<file path="src/hdl/tftp_cts_pkg.sv">
// ----------------------------------------------------------------------------
// tftp_cts_pkg
// Types and constants for the TFTP client lock-step transfer controller.
// ----------------------------------------------------------------------------
package tftp_cts_pkg;

  // Event codes carried in tuser
  localparam logic [1:0] CMD_START   = 2'd0;
  localparam logic [1:0] CMD_RX      = 2'd1;
  localparam logic [1:0] CMD_TIMEOUT = 2'd2;

  // TFTP opcodes
  localparam logic [2:0] OP_NONE  = 3'd0;
  localparam logic [2:0] OP_RRQ   = 3'd1;
  localparam logic [2:0] OP_WRQ   = 3'd2;
  localparam logic [2:0] OP_DATA  = 3'd3;
  localparam logic [2:0] OP_ACK   = 3'd4;
  localparam logic [15:0] RX_OP_DATA  = 16'd3;
  localparam logic [15:0] RX_OP_ACK   = 16'd4;
  localparam logic [15:0] RX_OP_ERROR = 16'd5;

  // Result status codes
  localparam logic [2:0] ST_CONTINUE  = 3'd0;
  localparam logic [2:0] ST_COMPLETE  = 3'd1;
  localparam logic [2:0] ST_PEER_ERR  = 3'd2;
  localparam logic [2:0] ST_UNKNOWN   = 3'd3;
  localparam logic [2:0] ST_RETRY_OUT = 3'd4;
  localparam logic [2:0] ST_IGNORED   = 3'd5;

  // Configuration register indexes
  localparam logic [1:0] REG_DIRECTION   = 2'd0;
  localparam logic [1:0] REG_MODE        = 2'd1;
  localparam logic [1:0] REG_RETRY_LIMIT = 2'd2;

  localparam logic [10:0] HEADER_BYTES = 11'd4;
  localparam logic [7:0]  TMO_MAX      = 8'hff;
  localparam logic [7:0]  RETRY_RESET  = 8'd5;

  // Port widths
  localparam int CMD_W       = 2;
  localparam int IN_TDATA_W  = 64;
  localparam int OUT_TUSER_W = 3;
  localparam int OUT_TDATA_W = 104;
  localparam int CFG_IDX_W   = 2;
  localparam int CFG_DATA_W  = 8;

  typedef enum logic [1:0] {
    PH_IDLE = 2'd0,
    PH_RUN  = 2'd1,
    PH_DONE = 2'd2
  } phase_e;

  // One result item
  typedef struct packed {
    logic [31:0] total_bytes;
    logic [31:0] blocks_done;
    logic [7:0]  peer_error_code;
    logic        block_mismatch;
    logic [9:0]  send_payload_length;
    logic [15:0] send_block;
    logic [2:0]  send_opcode;
    logic        send_valid;
  } result_t;

endpackage

</file>
<file path="src/hdl/tftp_client_transfer_step_top.sv">
// ----------------------------------------------------------------------------
// Result path: an accepted input item passes through the input register, then
//   the result register.
// Throughput: one item per cycle while the output is not stalled; each event
//   only needs compares, one increment and saturating adds on the state registers.
// Reset: asynchronous active-low; clears phase (idle), all counters, the
//   remembered packet and the pipeline valids; config returns to defaults.
// ----------------------------------------------------------------------------
// tftp_client_transfer_step_top
// Lock-step TFTP client control: takes start / packet / timeout events and
// returns status plus the packet to transmit.
// ----------------------------------------------------------------------------
module tftp_client_transfer_step_top #(
  parameter int unsigned BLOCK_PAYLOAD = 512
) (
  input  logic                                 clk_i,
  input  logic                                 rst_ni,
  // config write port
  input  logic                                 cfg_we_i,
  input  logic [tftp_cts_pkg::CFG_IDX_W-1:0]   cfg_idx_i,
  input  logic [tftp_cts_pkg::CFG_DATA_W-1:0]  cfg_wdata_i,
  // input stream
  input  logic                                 s_axis_tvalid_i,
  output logic                                 s_axis_tready_o,
  // tdata: rx_opcode, rx_block, rx_payload_length, rx_error_byte,
  //        next_chunk_length, zero fill
  input  logic [tftp_cts_pkg::IN_TDATA_W-1:0]  s_axis_tdata_i,
  // tuser: command
  input  logic [tftp_cts_pkg::CMD_W-1:0]       s_axis_tuser_i,
  // output stream
  output logic                                 m_axis_tvalid_o,
  input  logic                                 m_axis_tready_i,
  // tdata: send_valid, send_opcode, send_block, send_payload_length,
  //        block_mismatch, peer_error_code, blocks_done, total_bytes, zero fill
  output logic [tftp_cts_pkg::OUT_TDATA_W-1:0] m_axis_tdata_o,
  // tuser: status
  output logic [tftp_cts_pkg::OUT_TUSER_W-1:0] m_axis_tuser_o
);

  import tftp_cts_pkg::*;

  localparam logic [31:0] BlockLen = 32'(BLOCK_PAYLOAD);

  // config registers (transfer mode writes are ignored, nothing is stored for it)
  logic       dir_q;
  logic [7:0] retry_limit_q;

  always_ff @(posedge clk_i or negedge rst_ni) begin
    if (!rst_ni) begin
      dir_q         <= 1'b0;
      retry_limit_q <= RETRY_RESET;
    end else if (cfg_we_i) begin
      case (cfg_idx_i)
        REG_DIRECTION:   dir_q         <= cfg_wdata_i[0];
        REG_RETRY_LIMIT: retry_limit_q <= cfg_wdata_i;
        default: ;
      endcase
    end
  end

  // pipeline handshake
  logic in_vld_q, out_vld_q;
  logic out_adv, fire;

  assign out_adv         = !out_vld_q || m_axis_tready_i;
  assign fire            = in_vld_q && out_adv;
  assign s_axis_tready_o = !in_vld_q || out_adv;

  // input register
  logic [CMD_W-1:0]      in_cmd_q;
  logic [IN_TDATA_W-1:0] in_data_q;

  always_ff @(posedge clk_i or negedge rst_ni) begin
    if (!rst_ni) begin
      in_vld_q <= 1'b0;
    end else if (s_axis_tready_o) begin
      in_vld_q <= s_axis_tvalid_i;
    end
  end

  always_ff @(posedge clk_i) begin
    if (s_axis_tvalid_i && s_axis_tready_o) begin
      in_cmd_q  <= s_axis_tuser_i;
      in_data_q <= s_axis_tdata_i;
    end
  end

  logic [15:0] rx_opcode, rx_block;
  logic [9:0]  rx_len, chunk;
  logic [7:0]  rx_err;

  assign rx_opcode = in_data_q[15:0];
  assign rx_block  = in_data_q[31:16];
  assign rx_len    = in_data_q[41:32];
  assign rx_err    = in_data_q[49:42];
  assign chunk     = in_data_q[59:50];

  // transfer state
  phase_e      phase_q, phase_d;
  logic [15:0] acked_q, acked_d;
  logic [7:0]  tmo_q, tmo_d;
  logic [2:0]  last_op_q, last_op_d;
  logic [15:0] last_blk_q, last_blk_d;
  logic [9:0]  last_len_q, last_len_d;
  logic [31:0] blk_cnt_q, blk_cnt_d;
  logic [31:0] byte_cnt_q, byte_cnt_d;

  // per-event helpers
  logic [15:0] acked_inc;
  logic [7:0]  tmo_inc;
  logic [9:0]  chunk_cl;
  logic [32:0] blk_sum, rd_sum, wr_sum;
  logic [31:0] blk_sat, rd_sat, wr_sat;
  logic        running;
  logic [2:0]  status;
  logic        send, mismatch;
  logic [7:0]  perr;
  result_t     res_d, res_q;
  logic [2:0]  status_q;

  assign acked_inc = acked_q + 16'd1;
  assign tmo_inc   = (tmo_q == TMO_MAX) ? TMO_MAX : tmo_q + 8'd1;
  assign chunk_cl  = ({22'd0, chunk} > BlockLen) ? BlockLen[9:0] : chunk;
  assign running   = (phase_q == PH_RUN);

  // saturating counter adds
  assign blk_sum = {1'b0, blk_cnt_q} + 33'd1;
  assign rd_sum  = {1'b0, byte_cnt_q} + {23'd0, rx_len};
  assign wr_sum  = {1'b0, byte_cnt_q} + {22'd0, {1'b0, chunk_cl} + HEADER_BYTES};
  assign blk_sat = blk_sum[32] ? '1 : blk_sum[31:0];
  assign rd_sat  = rd_sum[32] ? '1 : rd_sum[31:0];
  assign wr_sat  = wr_sum[32] ? '1 : wr_sum[31:0];

  // event decode and next state
  always_comb begin
    phase_d    = phase_q;
    acked_d    = acked_q;
    tmo_d      = tmo_q;
    last_op_d  = last_op_q;
    last_blk_d = last_blk_q;
    last_len_d = last_len_q;
    blk_cnt_d  = blk_cnt_q;
    byte_cnt_d = byte_cnt_q;
    status     = ST_IGNORED;
    send       = 1'b0;
    mismatch   = 1'b0;
    perr       = 8'd0;

    case (in_cmd_q)
      CMD_START: begin
        acked_d    = 16'd0;
        tmo_d      = 8'd0;
        blk_cnt_d  = 32'd0;
        byte_cnt_d = 32'd0;
        last_op_d  = dir_q ? OP_WRQ : OP_RRQ;
        last_blk_d = 16'd0;
        last_len_d = 10'd0;
        phase_d    = PH_RUN;
        status     = ST_CONTINUE;
        send       = 1'b1;
      end
      CMD_RX: begin
        if (running) begin
          tmo_d = 8'd0;
          if (rx_opcode == RX_OP_ERROR) begin
            status  = ST_PEER_ERR;
            perr    = rx_err;
            phase_d = PH_DONE;
          end else if (!dir_q && rx_opcode == RX_OP_DATA) begin
            // read: expect next block, answer with ACK
            if (rx_block == acked_inc) begin
              acked_d    = rx_block;
              blk_cnt_d  = blk_sat;
              byte_cnt_d = rd_sat;
              last_op_d  = OP_ACK;
              last_blk_d = rx_block;
              last_len_d = 10'd0;
              send       = 1'b1;
              if ({22'd0, rx_len} < BlockLen) begin
                status  = ST_COMPLETE;
                phase_d = PH_DONE;
              end else begin
                status = ST_CONTINUE;
              end
            end else begin
              status   = ST_CONTINUE;
              send     = 1'b1;
              mismatch = 1'b1;
            end
          end else if (dir_q && rx_opcode == RX_OP_ACK) begin
            // write: expect ACK of current block, send next DATA
            if (rx_block == acked_q) begin
              acked_d   = acked_inc;
              blk_cnt_d = blk_sat;
              if (chunk_cl == 10'd0) begin
                status  = ST_COMPLETE;
                phase_d = PH_DONE;
              end else begin
                byte_cnt_d = wr_sat;
                last_op_d  = OP_DATA;
                last_blk_d = acked_inc;
                last_len_d = chunk_cl;
                status     = ST_CONTINUE;
                send       = 1'b1;
              end
            end else begin
              status   = ST_CONTINUE;
              send     = 1'b1;
              mismatch = 1'b1;
            end
          end else begin
            status  = ST_UNKNOWN;
            phase_d = PH_DONE;
          end
        end
      end
      CMD_TIMEOUT: begin
        if (running) begin
          tmo_d = tmo_inc;
          if (tmo_inc >= retry_limit_q) begin
            status  = ST_RETRY_OUT;
            phase_d = PH_DONE;
          end else begin
            status = ST_CONTINUE;
            send   = 1'b1;
          end
        end
      end
      default: ;
    endcase

    // result fields from the packet remembered after this event
    res_d                     = '0;
    res_d.send_valid          = send;
    res_d.block_mismatch      = mismatch;
    res_d.peer_error_code     = perr;
    res_d.blocks_done         = blk_cnt_d;
    res_d.total_bytes         = byte_cnt_d;
    if (send) begin
      res_d.send_opcode = last_op_d;
      if (last_op_d == OP_DATA || last_op_d == OP_ACK) begin
        res_d.send_block = last_blk_d;
      end
      if (last_op_d == OP_DATA) begin
        res_d.send_payload_length = last_len_d;
      end
    end
  end

  // state registers
  always_ff @(posedge clk_i or negedge rst_ni) begin
    if (!rst_ni) begin
      phase_q    <= PH_IDLE;
      acked_q    <= 16'd0;
      tmo_q      <= 8'd0;
      last_op_q  <= OP_NONE;
      last_blk_q <= 16'd0;
      last_len_q <= 10'd0;
      blk_cnt_q  <= 32'd0;
      byte_cnt_q <= 32'd0;
    end else if (fire) begin
      phase_q    <= phase_d;
      acked_q    <= acked_d;
      tmo_q      <= tmo_d;
      last_op_q  <= last_op_d;
      last_blk_q <= last_blk_d;
      last_len_q <= last_len_d;
      blk_cnt_q  <= blk_cnt_d;
      byte_cnt_q <= byte_cnt_d;
    end
  end

  // result register
  always_ff @(posedge clk_i or negedge rst_ni) begin
    if (!rst_ni) begin
      out_vld_q <= 1'b0;
    end else if (out_adv) begin
      out_vld_q <= in_vld_q;
    end
  end

  always_ff @(posedge clk_i) begin
    if (fire) begin
      res_q    <= res_d;
      status_q <= status;
    end
  end

  assign m_axis_tvalid_o = out_vld_q;
  assign m_axis_tuser_o  = status_q;
  assign m_axis_tdata_o  = {1'b0, res_q};

  // assertions
  a_ready_only_when_full: assert property (@(posedge clk_i) disable iff (!rst_ni)
    !s_axis_tready_o |-> (in_vld_q && out_vld_q && !m_axis_tready_i))
    else $error("input stalled while pipeline has room");

  a_start_runs: assert property (@(posedge clk_i) disable iff (!rst_ni)
    (fire && in_cmd_q == CMD_START) |=> (phase_q == PH_RUN))
    else $error("start event did not enter running phase");

  a_mismatch_resends: assert property (@(posedge clk_i) disable iff (!rst_ni)
    (m_axis_tvalid_o && res_q.block_mismatch) |->
      (res_q.send_valid && status_q == ST_CONTINUE))
    else $error("block mismatch without resend");

  a_no_send_fields_zero: assert property (@(posedge clk_i) disable iff (!rst_ni)
    (m_axis_tvalid_o && !res_q.send_valid) |->
      (res_q.send_opcode == OP_NONE && res_q.send_block == 16'd0 &&
       res_q.send_payload_length == 10'd0))
    else $error("send fields set without a send");

  a_perr_only_on_error: assert property (@(posedge clk_i) disable iff (!rst_ni)
    (m_axis_tvalid_o && res_q.peer_error_code != 8'd0) |-> (status_q == ST_PEER_ERR))
    else $error("peer error code outside peer error status");

endmodule
</file>
<file path="config.mk">
export PLATFORM = sky130hd
export DESIGN_NAME = tftp_client_transfer_step_top
export DESIGN_NICKNAME = d
export VERILOG_FILES = /design/src/hdl/tftp_cts_pkg.sv /design/src/hdl/tftp_client_transfer_step_top.sv
export SDC_FILE = /design/constraint.sdc
export NUM_CORES = 1
export LEC_CHECK = 0
export ABC_AREA = 1
export BUFFER_PORTS_ARGS = -buffer_cell sky130_fd_sc_hd__buf_2
export CAP_MARGIN = 10
export CELL_PAD_IN_SITES_DETAIL_PLACEMENT = 2
export CELL_PAD_IN_SITES_GLOBAL_PLACEMENT = 2
export CORE_ASPECT_RATIO = 2
export CORE_UTILIZATION = 31
export CTS_CLUSTER_SIZE = 24
export DETAILED_ROUTE_END_ITERATION = 7
export PLACE_DENSITY_LB_ADDON = 0.1
export SLEW_MARGIN = 25
export SYNTH_ARGS = -nofsm -noshare
export SYNTH_HDL_FRONTEND = slang
export SYNTH_SLANG_ARGS = --single-unit
export TNS_END_PERCENT = 30
</file>
<file path="constraint.sdc">
create_clock -name clk_i -period 4.25 [get_ports clk_i]
set_clock_uncertainty 0.05 [all_clocks]
set_input_delay 0.2125 -clock clk_i [delete_from_list [all_inputs] [get_ports clk_i]]
set_output_delay 0.2125 -clock clk_i [all_outputs]
set_load 0.02 [all_outputs]
</file>
==> results.ini <==
[status]
status = finished clean

[pwr]
powerDensity_mw_per_mm2 = 534
p_leak_nw = 9.80
vdd_drop_max_mv = 0.344

[finish]
final_cells = 3680
mostFrequentLayoutCells = 685 x nand2_1, 281 x inv_1, 261 x o21ai_0
layout.nets = 3000
antennaDiodeCount = 0
seqCellArea_mm2 = 0.00830
final_area_mm2 = 0.0232
final_common_cell = nand2_1
drive_gt1_frac = 0.132
area_delta_synth_final_pct = 21.0
final_util = 0.381
fillers = 7167
multi_input_area_mm2 = 0.00947

[grt]
use_met1 = 0.297
overflow = 0
grt_usage = 0.288
grtUsageMet2 = 0.565
grt_util_met3 = 0.0222
busiest_layer = met2
grt_pass1_wl_mm = 136
antenna_found_initial = 0
grt_pass1_vias = 22661
grt_max_degree = 120

[yosys]
synth_edf_count = 168
synth_area_leader_cell = edfxtp_1
syn_area_mm2 = 0.0192
yosysTopAreaCellShare = 0.263
yosys_warnings = 0
syn_avg_cell_area_um2 = 7.37
ys_ff_latch = 298
synthFlopType = edfxtp_1
synthTopCellsByArea = edfxtp_1 26%, dfrtp_1 17%, nand2_1 13%
yosysUniqueCellTypes = 50
async_flop_share = 0.436
seq_area_frac_synth = 0.432
netlist_instances = 2604
syn_nets = 2728

[worst_setup_path]
worstPathRequired_ps = 4530
slowest_delay_ps = 430
path_buf_inv = 4
start_kind = flip-flop
end_kind = flip-flop
crit_fanout = 12
worstSetupPathType = flip-flop to flip-flop
arrival_ps = 4280
crit_path_cell_trace = nor3_1 -> nand4_1 -> nand2_2 -> inv_1 -> nor2_1 -> ha_1 -> ha_1 -> nand2_1 -> inv_1 -> a21oi_1 -> nand2_1 -> a21o_1 -> a31oi_2 -> buf_12 -> nand3_1 -> nand2_1 -> inv_1 -> nand2_1 -> o21ai_0
critical_path.slowest_cell = edfxtp_1
crit_family = simple AND/OR/NAND/NOR gates
path_common_cell = nand2_1

[clock_tree]
cts_sinks = 298
cts_made_buffers = 31
clk_pin_slew_ps = 70
htree_num_levels = 1
cts_buffer_depth = 3
cts_tree = done
clock_latency_ps = 640
clock-root-buffer = clkbuf_16

[timing]
rsz0062_at_grt = true
worst_slew_margin_rel = 0.392
finalSetupViolCount = 0
worst_pin_slew_ps = 912
finalCritPeriodShare = 0.941
drv_slew = 0
min_period_ps = 4000
timing.fmax_mhz = 250
hold_viol_final = 0

[floorplan]
die_w_um = 178
row_count = 128
die_h_um = 354
io_pins = 190
start_util = 0.315
core_mm2 = 0.0610
die_area_mm2 = 0.0630

[route]
vias = 20099
dr.pass1.iters = 5
avgViaCountPerCell = 5.46
finalWirelength_mm = 89.9
drtAntennaViolNets = 0
drc = 0
wire_per_inst_um = 24.4
dr.first_iter.drc_count = 765

[place]
hpwl_mm = 67.2
dp.cells = 3546
placed_cell_area_mm2 = 0.0214
io_buffers = 184
gp_congestion = 0.930

[hold_path]
hold_class = input port to asynchronous set/reset pin

[run]
maxCapViolations = 0

worst register-to-register path: stages, from the launching register on:
cell and delay (ps):
edfxtp_1 430, nor3_1 280, nand4_1 140, nand2_2 150
inv_1 90, nor2_1 190, ha_1 270, ha_1 380
nand2_1 120, inv_1 50, a21oi_1 170, nand2_1 170
a21o_1 250, a31oi_2 290, buf_12 200, nand3_1 90
nand2_1 70, inv_1 60, nand2_1 70, o21ai_0 160
area by class of cell:
class | instances | area share
clock buffers | 37 | 0.0366
clock inverters | 20 | 0.00867
inverters | 290 | 0.0471
multi-input cells | 1918 | 0.407
flip-flops and latches | 298 | 0.357
well taps | 780 | 0.0420
repair buffers | 337 | 0.101
per-layer routing:
layer	vias to the layer above	wire length, um	part of all wire
met5	-	0	0
met4	0	4830	0.054
met3	207	2280	0.025
met2	424	50200	0.56
met1	10195	32600	0.36
li1	9273	-	-
registers in the layout, summed over array words and instances (netlist names), 8 cells and up:
name            cells
last_blk_q         16
last_len_q         10
in_data_q          60
byte_cnt_q         32
acked_q            16
m_axis_tdata_o    103
retry_limit_q       8
blk_cnt_q          32
tmo_q               8
final timing paths:
| check | from | endpoint | slack (ps) | depth (start not counted) |
|---|---|---|---|---|
| max | in_data_q[53] | m_axis_tdata_o[102] | 250 | 19 |
| min | rst_ni | retry_limit_q[3] | 150 | 2 |
| max reg2reg | in_data_q[53] | m_axis_tdata_o[102] | 250 | 19 |
| min reg2reg | last_len_q[7] | last_len_q[7] | 440 | 2 |
| max in group asynchronous | rst_ni | acked_q[7] | 2910 | 3 |
| min in group clk_i | cfg_idx_i[0] | retry_limit_q[2] | 210 | 3 |
power by group:
part           leakage, nW  total [mW]  switching [mW]  internal, mW
clock                0.502        2.96            1.39          1.57
sequential            3.38        4.60           0.756          3.85
combinational         5.91        4.84            3.34          1.49
cells by family after synthesis:
group                    Yosys count  synth area share
AND/OR/NAND/NOR                 1287             0.286
AO/OA/AOI/OAI                    535             0.151
XOR/XNOR                          51            0.0233
adder cells (fa/ha/maj)           43            0.0288
multiplexers                       1          0.000522
buffers and inverters            388            0.0778
flip-flops                       298             0.432
other                              1          0.000195
through the flow:
| stage | total power [mW] | setup TNS (ps) | setup WS [ps] | hold WS [ps] |
|---|---|---|---|---|
| floorplan | 7.44 | 0 | 852 | -133 |
| global placement | 9.18 | 0 | 169 | 266 |
| detailed placement | 9.44 | 0 | 46.0 | 263 |
| CTS | 12.5 | 0 | 135 | 161 |
| global route | 13.1 | -4.06 | -4.06 | 221 |
| finish | 12.4 | 0 | 252 | 149 |
repair_timing:
item                                    in CTS  in global routing
gates resized for setup                      0                 13
endpoints found under the hold margin      141                  0
endpoints found under the setup margin       2                 48
pin swaps                                    1                  0
setup buffers                                2                  0
cloned                                       0                  0
hold buffers                                75                  0
synthesized netlist by cell type (3+ instances only):
library cell,instances
nand2_1,688
inv_1,284
o21ai_0,262
nand3_1,257
nor2_1,210
edfxtp_1,168
a21oi_1,163
dfrtp_1,128
clkbuf_1,75
ha_1,41
nand4_1,40
xor2_1,36
nor3_1,35
o22ai_1,26
a22oi_1,25
nor2_2,20
xnor2_1,15
o21ai_1,14
a31oi_1,11
o211ai_1,11
buf_1,9
buf_2,9
nor4_1,8
a21boi_0,6
inv_2,6
nand2_2,6
nand3b_1,5
a21o_1,4
nor2_4,4
o21bai_1,4
and2_1,3
buf_4,3
o2111ai_1,3
Power figures use the tool's default switching activity.
